===== src/sv/lvl_pkg.sv =====
// Shared types and constants of the block RMS and peak level meter.
// No dependencies; imported by every module of the meter.
package lvl_pkg;

  localparam int unsigned SAMPLE_BITS   = 16;
  localparam int unsigned MAX_BLOCK_DEF = 4096;
  localparam int unsigned SUM_W         = 43;
  localparam int unsigned LOG_FRAC      = 24;
  localparam int unsigned EXP_W         = 6;
  localparam int unsigned LOG_W         = EXP_W + LOG_FRAC;
  localparam int unsigned DB_W          = 17;
  localparam int unsigned K_W           = 27;

  localparam logic [SUM_W-1:0] SUM_MAX  = {SUM_W{1'b1}};
  localparam logic [K_W-1:0]   DB_K     = 27'd50504453;
  localparam int               DB_FLOOR = -51200;

  // log unit operand select
  localparam logic [1:0] LOG_SUM  = 2'd0;
  localparam logic [1:0] LOG_CNT  = 2'd1;
  localparam logic [1:0] LOG_PEAK = 2'd2;

  typedef struct packed {
    logic       acc_en;
    logic       log_start;
    logic [1:0] log_sel;
    logic       save_ls;
    logic       save_lc;
    logic       save_lp;
    logic       db_load;
    logic       db_peak;
    logic       mul_lo;
    logic       mul_hi;
    logic       fin;
    logic       out_load;
  } lvl_cmd_t;

  typedef struct packed {
    logic log_done;
    logic out_busy;
  } lvl_sts_t;

endpackage


===== src/sv/lvl_log2.sv =====
// Iterative fixed-point log2 unit: normalize, then 24 squaring steps.
// Depends on lvl_pkg.
module lvl_log2 (
  input  logic                       clk_i,
  input  logic                       rst_ni,
  input  logic                       start_i,
  input  logic [lvl_pkg::SUM_W-1:0]  val_i,
  output logic                       done_o,
  output logic [lvl_pkg::LOG_W-1:0]  res_o
);
  import lvl_pkg::*;

  localparam logic [1:0] S_IDLE = 2'd0;
  localparam logic [1:0] S_NORM = 2'd1;
  localparam logic [1:0] S_MUL  = 2'd2;
  localparam logic [1:0] S_CHK  = 2'd3;

  logic [1:0]          state_q, state_d;
  logic [SUM_W-1:0]    n_q, n_d;
  logic [EXP_W-1:0]    e_q, e_d;
  logic [31:0]         m_q, m_d;
  logic [63:0]         p_q, p_d;
  logic [LOG_FRAC-1:0] f_q, f_d;
  logic [4:0]          it_q, it_d;
  logic                done_q, done_d;
  logic [32:0]         t;

  assign t = p_q[63:31];

  always_comb begin
    state_d = state_q;
    n_d     = n_q;
    e_d     = e_q;
    m_d     = m_q;
    p_d     = p_q;
    f_d     = f_q;
    it_d    = it_q;
    done_d  = 1'b0;
    case (state_q)
      S_IDLE: begin
        if (start_i) begin
          n_d     = val_i;
          e_d     = EXP_W'(SUM_W - 1);
          state_d = S_NORM;
        end
      end
      S_NORM: begin
        if (n_q[SUM_W-1] || e_q == '0) begin
          m_d     = n_q[SUM_W-1 -: 32];
          f_d     = '0;
          it_d    = '0;
          state_d = S_MUL;
        end else if (n_q[SUM_W-1 -: 8] == 8'd0 && e_q >= EXP_W'(8)) begin
          n_d = n_q << 8;
          e_d = e_q - EXP_W'(8);
        end else begin
          n_d = n_q << 1;
          e_d = e_q - EXP_W'(1);
        end
      end
      S_MUL: begin
        p_d     = m_q * m_q;
        state_d = S_CHK;
      end
      S_CHK: begin
        if (t[32]) begin
          m_d = t[32:1];
          f_d = {f_q[LOG_FRAC-2:0], 1'b1};
        end else begin
          m_d = t[31:0];
          f_d = {f_q[LOG_FRAC-2:0], 1'b0};
        end
        it_d = it_q + 5'd1;
        if (it_q == 5'(LOG_FRAC - 1)) begin
          done_d  = 1'b1;
          state_d = S_IDLE;
        end else begin
          state_d = S_MUL;
        end
      end
      default: state_d = S_IDLE;
    endcase
  end

  always_ff @(posedge clk_i or negedge rst_ni) begin
    if (!rst_ni) begin
      state_q <= S_IDLE;
      done_q  <= 1'b0;
    end else begin
      state_q <= state_d;
      done_q  <= done_d;
    end
  end

  always_ff @(posedge clk_i) begin
    n_q  <= n_d;
    e_q  <= e_d;
    m_q  <= m_d;
    p_q  <= p_d;
    f_q  <= f_d;
    it_q <= it_d;
  end

  assign done_o = done_q;
  assign res_o  = {e_q, f_q};

endmodule


===== src/sv/lvl_datapath.sv =====
// Datapath: block accumulators, shared log2 unit, dB scaling and output register.
// Depends on lvl_pkg and lvl_log2.
module lvl_datapath #(
  parameter int unsigned MAX_BLOCK = lvl_pkg::MAX_BLOCK_DEF
) (
  input  logic                                clk_i,
  input  logic                                rst_ni,
  input  logic signed [lvl_pkg::SAMPLE_BITS-1:0] sample_i,
  input  lvl_pkg::lvl_cmd_t                   cmd_i,
  output lvl_pkg::lvl_sts_t                   sts_o,
  output logic                                out_valid_o,
  input  logic                                out_stall_i,
  output logic signed [lvl_pkg::DB_W-1:0]     rms_db_o,
  output logic signed [lvl_pkg::DB_W-1:0]     peak_db_o
);
  import lvl_pkg::*;

  localparam int unsigned CNT_W = $clog2(MAX_BLOCK + 1);
  localparam int FULL_RMS  = (2 * (SAMPLE_BITS - 1)) << LOG_FRAC;
  localparam int FULL_PEAK = (SAMPLE_BITS - 1) << LOG_FRAC;

  logic [SUM_W-1:0]       sum_q;
  logic [SAMPLE_BITS-1:0] peak_q;
  logic [CNT_W-1:0]       cnt_q;

  logic [SAMPLE_BITS-1:0]   s_u, mag;
  logic [2*SAMPLE_BITS-1:0] sq;
  logic [SUM_W:0]           sum_ext;

  assign s_u     = sample_i;
  assign mag     = s_u[SAMPLE_BITS-1] ? (~s_u + SAMPLE_BITS'(1)) : s_u;
  assign sq      = mag * mag;
  assign sum_ext = {1'b0, sum_q} + (SUM_W+1)'(sq);

  always_ff @(posedge clk_i or negedge rst_ni) begin
    if (!rst_ni) begin
      sum_q  <= '0;
      peak_q <= '0;
      cnt_q  <= '0;
    end else if (cmd_i.out_load) begin
      sum_q  <= '0;
      peak_q <= '0;
      cnt_q  <= '0;
    end else if (cmd_i.acc_en) begin
      sum_q <= sum_ext[SUM_W] ? SUM_MAX : sum_ext[SUM_W-1:0];
      if (mag > peak_q) peak_q <= mag;
      if (cnt_q < CNT_W'(MAX_BLOCK)) cnt_q <= cnt_q + CNT_W'(1);
    end
  end

  // shared log2 unit
  logic [SUM_W-1:0] log_in;
  logic [LOG_W-1:0] log_res;
  logic             log_done;

  always_comb begin
    case (cmd_i.log_sel)
      LOG_SUM:  log_in = sum_q;
      LOG_CNT:  log_in = SUM_W'(cnt_q);
      LOG_PEAK: log_in = SUM_W'(peak_q);
      default:  log_in = sum_q;
    endcase
  end

  lvl_log2 u_log (
    .clk_i   (clk_i),
    .rst_ni  (rst_ni),
    .start_i (cmd_i.log_start),
    .val_i   (log_in),
    .done_o  (log_done),
    .res_o   (log_res)
  );

  logic [LOG_W-1:0] ls_q, lc_q, lp_q;

  always_ff @(posedge clk_i) begin
    if (cmd_i.save_ls) ls_q <= log_res;
    if (cmd_i.save_lc) lc_q <= log_res;
    if (cmd_i.save_lp) lp_q <= log_res;
  end

  // dB scaling: |d| * K / 2^40, rounded, from two partial products (low 16 and high 15 bits of |d|)
  logic signed [31:0] d_rms, d_peak, d_sel;
  logic [30:0]        dmag_q;
  logic               pos_q;
  logic [K_W-1:0]     k_q;
  logic [57:0]        acc_q;
  logic [42:0]        plo;
  logic [41:0]        phi;
  logic [58:0]        rnd;
  logic [18:0]        r;
  logic signed [DB_W-1:0] lvl;
  logic signed [DB_W-1:0] rms_r_q, peak_r_q;

  assign d_rms  = signed'({2'b00, ls_q}) - signed'({2'b00, lc_q}) - signed'(32'(FULL_RMS));
  assign d_peak = signed'({2'b00, lp_q}) - signed'(32'(FULL_PEAK));
  assign d_sel  = cmd_i.db_peak ? d_peak : d_rms;
  assign plo    = dmag_q[15:0] * k_q;
  assign phi    = dmag_q[30:16] * k_q;
  assign rnd    = {1'b0, acc_q} + (59'd1 << 39);
  assign r      = rnd[58:40];

  always_comb begin
    if (pos_q) begin
      lvl = '0;
    end else if (r > 19'd51200) begin
      lvl = DB_W'(DB_FLOOR);
    end else begin
      lvl = -signed'({1'b0, r[DB_W-2:0]});
    end
  end

  always_ff @(posedge clk_i) begin
    if (cmd_i.db_load) begin
      pos_q  <= ~d_sel[31];
      dmag_q <= 31'(-d_sel);
      k_q    <= cmd_i.db_peak ? (DB_K << 1) : DB_K;
    end
    if (cmd_i.mul_lo) acc_q <= 58'(plo);
    if (cmd_i.mul_hi) acc_q <= acc_q + {phi, 16'd0};
    if (cmd_i.fin) begin
      if (cmd_i.db_peak) peak_r_q <= (peak_q == '0) ? DB_W'(DB_FLOOR) : lvl;
      else               rms_r_q  <= (sum_q == '0)  ? DB_W'(DB_FLOOR) : lvl;
    end
  end

  // output register
  logic                   out_valid_q;
  logic signed [DB_W-1:0] rms_o_q, peak_o_q;

  always_ff @(posedge clk_i or negedge rst_ni) begin
    if (!rst_ni) begin
      out_valid_q <= 1'b0;
    end else if (cmd_i.out_load) begin
      out_valid_q <= 1'b1;
    end else if (!out_stall_i) begin
      out_valid_q <= 1'b0;
    end
  end

  always_ff @(posedge clk_i) begin
    if (cmd_i.out_load) begin
      rms_o_q  <= rms_r_q;
      peak_o_q <= peak_r_q;
    end
  end

  assign out_valid_o    = out_valid_q;
  assign rms_db_o       = rms_o_q;
  assign peak_db_o      = peak_o_q;
  assign sts_o.log_done = log_done;
  assign sts_o.out_busy = out_valid_q & out_stall_i;

endmodule


===== src/sv/lvl_ctrl.sv =====
// Controller: accepts samples, then sequences the three logs and dB steps.
// Depends on lvl_pkg.
module lvl_ctrl (
  input  logic              clk_i,
  input  logic              rst_ni,
  input  logic              in_valid_i,
  input  logic              last_i,
  output logic              in_stall_o,
  input  lvl_pkg::lvl_sts_t sts_i,
  output lvl_pkg::lvl_cmd_t cmd_o
);
  import lvl_pkg::*;

  localparam logic [3:0] ST_ACC   = 4'd0;
  localparam logic [3:0] ST_LS_GO = 4'd1;
  localparam logic [3:0] ST_LS_WT = 4'd2;
  localparam logic [3:0] ST_LC_GO = 4'd3;
  localparam logic [3:0] ST_LC_WT = 4'd4;
  localparam logic [3:0] ST_LP_GO = 4'd5;
  localparam logic [3:0] ST_LP_WT = 4'd6;
  localparam logic [3:0] ST_R_LD  = 4'd7;
  localparam logic [3:0] ST_R_LO  = 4'd8;
  localparam logic [3:0] ST_R_HI  = 4'd9;
  localparam logic [3:0] ST_R_FIN = 4'd10;
  localparam logic [3:0] ST_P_LD  = 4'd11;
  localparam logic [3:0] ST_P_LO  = 4'd12;
  localparam logic [3:0] ST_P_HI  = 4'd13;
  localparam logic [3:0] ST_P_FIN = 4'd14;
  localparam logic [3:0] ST_OUT   = 4'd15;

  logic [3:0] state_q, state_d;

  always_comb begin
    state_d = state_q;
    cmd_o   = '0;
    case (state_q)
      ST_ACC: begin
        if (in_valid_i) begin
          cmd_o.acc_en = 1'b1;
          if (last_i) state_d = ST_LS_GO;
        end
      end
      ST_LS_GO: begin
        cmd_o.log_sel   = LOG_SUM;
        cmd_o.log_start = 1'b1;
        state_d         = ST_LS_WT;
      end
      ST_LS_WT: begin
        cmd_o.log_sel = LOG_SUM;
        if (sts_i.log_done) begin
          cmd_o.save_ls = 1'b1;
          state_d       = ST_LC_GO;
        end
      end
      ST_LC_GO: begin
        cmd_o.log_sel   = LOG_CNT;
        cmd_o.log_start = 1'b1;
        state_d         = ST_LC_WT;
      end
      ST_LC_WT: begin
        cmd_o.log_sel = LOG_CNT;
        if (sts_i.log_done) begin
          cmd_o.save_lc = 1'b1;
          state_d       = ST_LP_GO;
        end
      end
      ST_LP_GO: begin
        cmd_o.log_sel   = LOG_PEAK;
        cmd_o.log_start = 1'b1;
        state_d         = ST_LP_WT;
      end
      ST_LP_WT: begin
        cmd_o.log_sel = LOG_PEAK;
        if (sts_i.log_done) begin
          cmd_o.save_lp = 1'b1;
          state_d       = ST_R_LD;
        end
      end
      ST_R_LD:  begin cmd_o.db_load = 1'b1; state_d = ST_R_LO;  end
      ST_R_LO:  begin cmd_o.mul_lo  = 1'b1; state_d = ST_R_HI;  end
      ST_R_HI:  begin cmd_o.mul_hi  = 1'b1; state_d = ST_R_FIN; end
      ST_R_FIN: begin cmd_o.fin     = 1'b1; state_d = ST_P_LD;  end
      ST_P_LD: begin
        cmd_o.db_peak = 1'b1;
        cmd_o.db_load = 1'b1;
        state_d       = ST_P_LO;
      end
      ST_P_LO: begin
        cmd_o.db_peak = 1'b1;
        cmd_o.mul_lo  = 1'b1;
        state_d       = ST_P_HI;
      end
      ST_P_HI: begin
        cmd_o.db_peak = 1'b1;
        cmd_o.mul_hi  = 1'b1;
        state_d       = ST_P_FIN;
      end
      ST_P_FIN: begin
        cmd_o.db_peak = 1'b1;
        cmd_o.fin     = 1'b1;
        state_d       = ST_OUT;
      end
      ST_OUT: begin
        // wait while an earlier item still sits unread in the output register
        if (!sts_i.out_busy) begin
          cmd_o.out_load = 1'b1;
          state_d        = ST_ACC;
        end
      end
      default: state_d = ST_ACC;
    endcase
  end

  always_ff @(posedge clk_i or negedge rst_ni) begin
    if (!rst_ni) begin
      state_q <= ST_ACC;
    end else begin
      state_q <= state_d;
    end
  end

  assign in_stall_o = (state_q != ST_ACC);

endmodule


===== src/sv/block_rms_peak_level_meter_top.sv =====
// Block RMS and peak level meter, top level.
// Sequence: after the last sample of a block the controller runs the iterative log2
//   unit on the sum, the count and the peak, then the RMS and peak dB steps, and
//   then loads the output register.
// Throughput: one sample per cycle in a block; stalls until the result is loaded.
// Reset: asynchronous, active low; clears accumulators, controller and output valid.
module block_rms_peak_level_meter_top #(
  parameter int unsigned MAX_BLOCK = lvl_pkg::MAX_BLOCK_DEF
) (
  input  logic                                   clk_i,
  input  logic                                   rst_ni,
  input  logic                                   in_valid_i,
  output logic                                   in_stall_o,
  input  logic signed [lvl_pkg::SAMPLE_BITS-1:0] sample_i,
  input  logic                                   last_i,
  output logic                                   out_valid_o,
  input  logic                                   out_stall_i,
  output logic signed [lvl_pkg::DB_W-1:0]        rms_db_o,
  output logic signed [lvl_pkg::DB_W-1:0]        peak_db_o
);
  import lvl_pkg::*;

  // commands from the controller, status back from the datapath
  lvl_cmd_t cmd;
  lvl_sts_t sts;

  // Controller: stalls the input whenever it is not collecting samples.
  lvl_ctrl u_ctrl (
    .clk_i      (clk_i),
    .rst_ni     (rst_ni),
    .in_valid_i (in_valid_i),
    .last_i     (last_i),
    .in_stall_o (in_stall_o),
    .sts_i      (sts),
    .cmd_o      (cmd)
  );

  // Datapath: sum of squares, peak, count, one shared log2 unit and the
  // two-step dB multiply. The output register lets a finished item wait
  // while the next block is collected.
  lvl_datapath #(
    .MAX_BLOCK (MAX_BLOCK)
  ) u_dp (
    .clk_i       (clk_i),
    .rst_ni      (rst_ni),
    .sample_i    (sample_i),
    .cmd_i       (cmd),
    .sts_o       (sts),
    .out_valid_o (out_valid_o),
    .out_stall_i (out_stall_i),
    .rms_db_o    (rms_db_o),
    .peak_db_o   (peak_db_o)
  );

endmodule


===== config.mk =====
export PLATFORM = sky130hd
export DESIGN_NAME = block_rms_peak_level_meter_top
export DESIGN_NICKNAME = d
export VERILOG_FILES = /design/src/sv/lvl_pkg.sv /design/src/sv/lvl_log2.sv /design/src/sv/lvl_datapath.sv /design/src/sv/lvl_ctrl.sv /design/src/sv/block_rms_peak_level_meter_top.sv
export SDC_FILE = /design/constraint.sdc
export NUM_CORES = 2
export LEC_CHECK = 0
export BUFFER_PORTS_ARGS = -buffer_cell sky130_fd_sc_hd__buf_2
export CAP_MARGIN = 40
export CORE_ASPECT_RATIO = 1.1
export CORE_MARGIN = 5
export CORE_UTILIZATION = 44
export DETAILED_ROUTE_END_ITERATION = 6
export PLACE_DENSITY = 0.69
export SYNTH_ARGS = -nofsm -noshare
export SYNTH_HDL_FRONTEND = slang
export SYNTH_SLANG_ARGS = --single-unit

===== constraint.sdc =====
create_clock -name clk_i -period 10.5 [get_ports clk_i]
set_input_delay 1.575 -clock clk_i [delete_from_list [all_inputs] [get_ports clk_i]]
set_output_delay 1.575 -clock clk_i [all_outputs]
set_load 0.03 [all_outputs]

== Word level (Yosys, flattened, before mapping) ==
Cells that the tools add are included.

* Output and inout bits: 36
* Input port bits: 21
* Word-level logic and storage cells: 174
* Register bits: 529

* Equality and inequality tests: 31
* $add $sub $neg: 13
* Mux-type cells: 63
* Bitwise operators: 4
* Reduce and logical (&&, ||, !) cells: 31
* Multiply operators: 4
* Order comparisons: 4

{| class="wikitable"
|+ Operator list
! cell !! count
|-
| $mux W43 || 6
|-
| $pmux W43 S2 || 2
|-
| $mux W58 || 2
|-
| $mux W32 || 3
|-
| $mul A32 B32 Y64 || 1
|-
| $mux W16 || 4
|-
| $pmux W32 S2 || 1
|-
| $pmux W4 S16 || 1
|-
| $add A58 B40 Y59 const B || 1
|-
| $add A58 B58 Y58 || 1
|-
| $pmux W24 S2 || 1
|-
| $add A43 B32 Y44 || 1
|-
| $logic_not A43 Y1 || 1
|-
| $mul A16 B27 Y43 || 1
|-
| $mul A15 B27 Y42 || 1
|-
| $mux W13 || 3
|-
| $mux W17 || 2
|-
| $eq A4 B4 Y1 const B || 8
|-
| $mul A16 B16 Y32 || 1
|-
| $sub A32 B30 Y32 const B || 1
|-
| $neg A31 Y31 || 1
|-
| $sub A30 B28 Y31 const B || 1
|-
| $sub A30 B30 Y31 || 1
|-
| $mux W27 || 1
|-
| 46 further kinds || 104
|}

== Depth between registers and ports, before layout ==
* Word-level depth: 8
* Gate-level depth with buffers: 39
* Mapped depth without buffers: 37

== Cells and area by module ==
From an unflattened synthesis, not the netlist that was laid out.

* Cells, all modules: 7726
* Area, all modules: 75033.2 um2

{| class="wikitable"
|+ Modules (own cells, without submodules)
! module !! cells an instance !! sequential area each (um2) !! instances !! area an instance (um2)
|-
| lvl_datapath || 4130 || 8853.5 || 1 || 39818.2
|-
| lvl_log2 || 3547 || 4369.2 || 1 || 34840.9
|-
| lvl_ctrl || 49 || 100.1 || 1 || 374.1
|}

== Least setup slack after synthesis ==
No wires, ideal clock.

* Path type: input to register
* Start: in sample_i[0] (netlist bit)
* End: reg u_dp.sum_q[36]
* Setup slack: 0.735 ns
* Data arrival time: 9.580 ns
* Buffers on the path: 1
* Data required time: 10.315 ns
* Setup time: 0.185 ns
* Stages on the path: 34
* Cell sequence: clkbuf_1 clkinv_1 ha_1 nand2_1 or2_2 or3_1 nand2_1 xor2_1 clkinv_1 nand2_1 inv_1 fa_1 inv_1 fa_1 inv_1 fa_1 fa_1 inv_1 fa_1 inv_1 fa_1 ha_1 a21oi_1 nor2b_1 or3_1 o22ai_1 a21oi_1 a221o_1 a32oi_1 a2111oi_2 o311a_1 or2_1 o22ai_1 nor2_1

* Cells in the longest elaborated chain, start to end: 8

{| class="wikitable"
|+ RTL lines
! element !! line !! source
|-
| from (decl) || block_rms_peak_level_meter_top.sv:14 || <nowiki>input logic signed [lvl_pkg::SAMPLE_BITS-1:0] sample_i,</nowiki>
|-
| $not A16 Y16 || lvl_datapath.sv:31 || <nowiki>assign mag = s_u[SAMPLE_BITS-1] ? (~s_u + SAMPLE_BITS'(1)) : s_u;</nowiki>
|-
| $add A16 B1 Y16 || lvl_datapath.sv:31 ||
|-
| $mux W16 (*) || lvl_datapath.sv:31 ||
|-
| $mul A16 B16 Y32 (*) || lvl_datapath.sv:32 || <nowiki>assign sq = mag * mag;</nowiki>
|-
| $add A43 B32 Y44 (*) || lvl_datapath.sv:33 || <nowiki>assign sum_ext = {1'b0, sum_q} + (SUM_W+1)'(sq);</nowiki>
|-
| $mux W43 (*) || lvl_datapath.sv:45 || <nowiki>sum_q <= sum_ext[SUM_W] ? SUM_MAX : sum_ext[SUM_W-1:0];</nowiki>
|-
| $mux W43 (*) || lvl_datapath.sv:44 || <nowiki>end else if (cmd_i.acc_en) begin</nowiki>
|-
| $mux W43 (*) || lvl_datapath.sv:40 || <nowiki>end else if (cmd_i.out_load) begin</nowiki>
|-
| to (signal assigned) || lvl_datapath.sv:45 ||
|-
| to (decl) || lvl_datapath.sv:22 || <nowiki>logic [SUM_W-1:0] sum_q;</nowiki>
|}

Every way passes the cells marked *; elsewhere a longest branch is shown, timed or not. The select of a mux whose other input is x is not followed.
A chain may end at the register's enable or synchronous reset.

== Final worst setup path ==
* Start: reg u_dp.u_log.m_q[18]
* End: reg u_dp.u_log.p_q[63], data pin

* Cells in the longest elaborated chain, start to end: 1

{| class="wikitable"
|+ RTL lines
! element !! line !! source
|-
| from (decl) || lvl_log2.sv:21 || <nowiki>logic [31:0] m_q, m_d;</nowiki>
|-
| from (signal assigned) || lvl_log2.sv:98 || <nowiki>m_q <= m_d;</nowiki>
|-
| $mul A32 B32 Y64 || lvl_log2.sv:62 || <nowiki>p_d = m_q * m_q;</nowiki>
|-
| to (signal assigned) || lvl_log2.sv:99 || <nowiki>p_q <= p_d;</nowiki>
|-
| to (decl) || lvl_log2.sv:22 || <nowiki>logic [63:0] p_q, p_d;</nowiki>
|}

Every way passes these cells.

==> flow_summary.ini <==
[outcome]
status = complete, no violations

[routing]
drt-pass1-iter-count = 6
viasPerCell = 5.27
ant_nets = 0
drc = 0
avgRoutedWirePerCell_microns = 19.5
wl_microns = 192000
vias = 51760
drt_iter0_drc = 3703

[synth]
synth-seq-area-share_pct = 18.1
synth_area_per_cell_sq_um = 9.80
synth-seq-cells = 457
syn_inst = 7525
yosys_warnings = 0
synth_area_sq_um = 73800
ys.flop_type = edfxtp_1
synth_edf_count = 377
yosysUniqueCellTypes = 89
async_reset_ff_share_pct = 17.5

[global_routing]
grt_pass1_vias = 56670
overflow = 0
grt_antenna_before_repair = 5
grt_max_degree = 70
grt_pass1_wl_microns = 309000
grtUsageTotal_pct = 22.2

[cells_and_area]
area_growth_pct = 7.19
seqCellArea_sq_um = 13300
fin_area_sq_um = 79100
instances_no_fill = 9817
multiInputGateArea_sq_um = 52700
fill_cells = 15572
finalNetCount = 9664
layout-drive-gt1-share_pct = 4.19

[critical_path]
worst-setup-path-type = reg -> reg
r2r_slack_ns = 0.78
slowest_stage = edfxtp_1
slowest_delay_ns = 0.95
critPathLaunchType = register
cp-end-kind = register
cp_data_arrival_time_ns = 10.10
required_ns = 10.89
crit_fanout = 17
cp_common_cell = fa_1

[sta]
setup_tns_ns = 0
period_share_pct = 92.5
relSlewSlack_pct = 36.2
rsz0062_at_grt = false
clock_skew_ns = 0.0287
fmax_mhz = 103
hold_violations = 0
worstMarginPinSlew_ns = 0.957
setup_viol = 0
post-route-min-period_ns = 9.72
final_max_slew_viol_count = 0

[floorplan]
die_w_microns = 400
core_sq_um = 167000
pin_count = 57
die-area_sq_um = 176000
start_util_pct = 44.3
die_h_microns = 439
num_rows = 157

[cts]
cts.htree.levels = 2
cts_hold_buf = 0
cts.repair.resized = 0
cts_tree = built
clk_pin_slew_ns = 0.07
cts_buffers = 53
insertion_delay_ns = 0.65
post_cts.repair.setup_buffers = 0
clock_path_buffers = 3
cts.sinks = 457
ctsRootBufferMaster = clkbuf_16

[placed_design]
dpl_cell_area_sq_um = 77200
portBuffers = 56
gp_congestion = 0.942
dpl.hpwl_microns = 158000
dpl.cell_count = 9717

[job]
cap_violations = 0

[hold_path]
hp-class = reg -> reg
-- per-stage QoR --
stage | setup WS, ns | util [%] | hold WS, ns
floorplan | 0.735 | - | 0.400
global placement | 0.682 | 46.1 | 0.401
detailed placement | 0.552 | 46.4 | 0.405
CTS | 0.794 | 47.4 | 0.421
global route | 0.463 | 47.5 | 0.432
finish | 0.783 | 47.5 | 0.418
-- cell usage after synthesis (all sizes together) (11+ instances only) --
cell,instances,share of area [%]
o211ai,27,0.28
a211oi,23,0.24
nor3,73,0.50
fa,1281,35
nand4,40,0.34
nand3,108,0.74
inv,1857,9.5
clkbuf,196,1.0
and2,265,2.2
and3,61,0.52
edfxtp,377,15
or3,19,0.16
nand2,585,3.0
or2,17,0.14
clkinv,11,0.056
o21a,31,0.32
and4,11,0.13
nand2b,32,0.27
ha,815,14
nor4,23,0.20
mux2i,77,1.0
buf,15,0.088
xnor2,166,2.0
a22oi,14,0.14
nor2,345,1.8
dfrtp,80,2.7
o21bai,23,0.23
a21o,123,1.3
a31oi,41,0.36
nor2b,42,0.36
xor2,111,1.3
a21boi,12,0.12
o31ai,34,0.35
o21ai,211,1.4
a21oi,247,1.7
-- sequential cells by signal, indices dropped and copies added (netlist names), 5 cells and up --
| name | count |
|---|---|
| u_dp.u_log.f_q | 24 |
| u_dp.ls_q | 30 |
| u_dp.peak_q | 16 |
| u_dp.rms_db_o | 17 |
| u_dp.lc_q | 30 |
| u_dp.u_log.p_q | 33 |
| u_dp.u_log.e_q | 6 |
| u_dp.u_log.n_q | 43 |
| u_dp.peak_db_o | 17 |
| u_dp.u_log.it_q | 5 |
| u_dp.u_log.m_q | 32 |
| u_dp.lp_q | 30 |
| u_dp.peak_r_q | 17 |
| u_dp.acc_q | 42 |
| u_dp.dmag_q | 31 |
| u_dp.cnt_q | 13 |
| u_dp.rms_r_q | 17 |
| u_dp.sum_q | 43 |
-- critical path: cells and delay by family (launching register included) --
family / cells / cell delay (ns)
adder cells (fa/ha/maj): 9 / 4.37
AO/OA/AOI/OAI: 9 / 2.66
flip-flops: 1 / 0.95
buffers and inverters: 6 / 0.78
AND/OR/NAND/NOR: 3 / 0.51
XOR/XNOR: 1 / 0.16
-- kinds of logic after synthesis --
group | after synthesis | synth area share [%]
adders and majority gates | 2096 | 48.6
buffers and inverters | 2079 | 10.6
and+or+nand+nor | 1660 | 10.8
AOI/OAI and AO/OA | 873 | 7.54
DFF | 457 | 18.1
xor gates and xnor gates | 278 | 3.32
muxes | 80 | 1.09
other | 2 | 0.0102
-- layer usage --
metal	up-vias	part of all wire [%]	global-route usage [%]
li1	23645	-	-
met1	26084	40	28.0
met2	1579	49	38.8
met3	439	5.8	2.71
met4	13	4.7	8.83
met5	-	0.087	0.439
-- path summary, 6_finish.rpt --
kind,from,to,cells after the start
max,u_dp.u_log.m_q[18]$_DFFE_PP_,u_dp.u_log.p_q[63]$_DFFE_PP_,28
min in group asynchronous,rst_ni,u_dp.peak_q[9]$_DFFE_PN0P_,1
min reg2reg,u_dp.rms_r_q[7]$_SDFFCE_PN0P_,u_dp.rms_db_o[7]$_DFFE_PP_,0
max reg2reg,u_dp.u_log.m_q[18]$_DFFE_PP_,u_dp.u_log.p_q[63]$_DFFE_PP_,28
min,u_dp.rms_r_q[7]$_SDFFCE_PN0P_,u_dp.rms_db_o[7]$_DFFE_PP_,0
max in group asynchronous,rst_ni,u_ctrl.state_q[2]$_DFFE_PN0P_,3
-- area by class of cell --
type	count	share of cell area, %
multi-input cells	4999	66.7
flip-flops and latches	457	16.9
inverters	1868	8.87
well taps	2226	3.52
clock buffers	65	1.77
repair buffers	168	1.75
clock inverters	33	0.524
diodes	1	0.00317
-- cell usage in the layout, fill, tap and decap left out, types with 106 or more instances in the layout --
cell	instances
nor2_1	340
xor2_1	111
a21o_1	123
o21ai_0	206
nand3_1	106
a21oi_1	244
ha_1	815
xnor2_1	166
edfxtp_1	377
fa_1	1281
and2_1	265
nand2_1	583
inv_1	1853
Power is not shown: default switching activity piles up to over one toggle a cycle in this logic, so the estimate is an artifact.
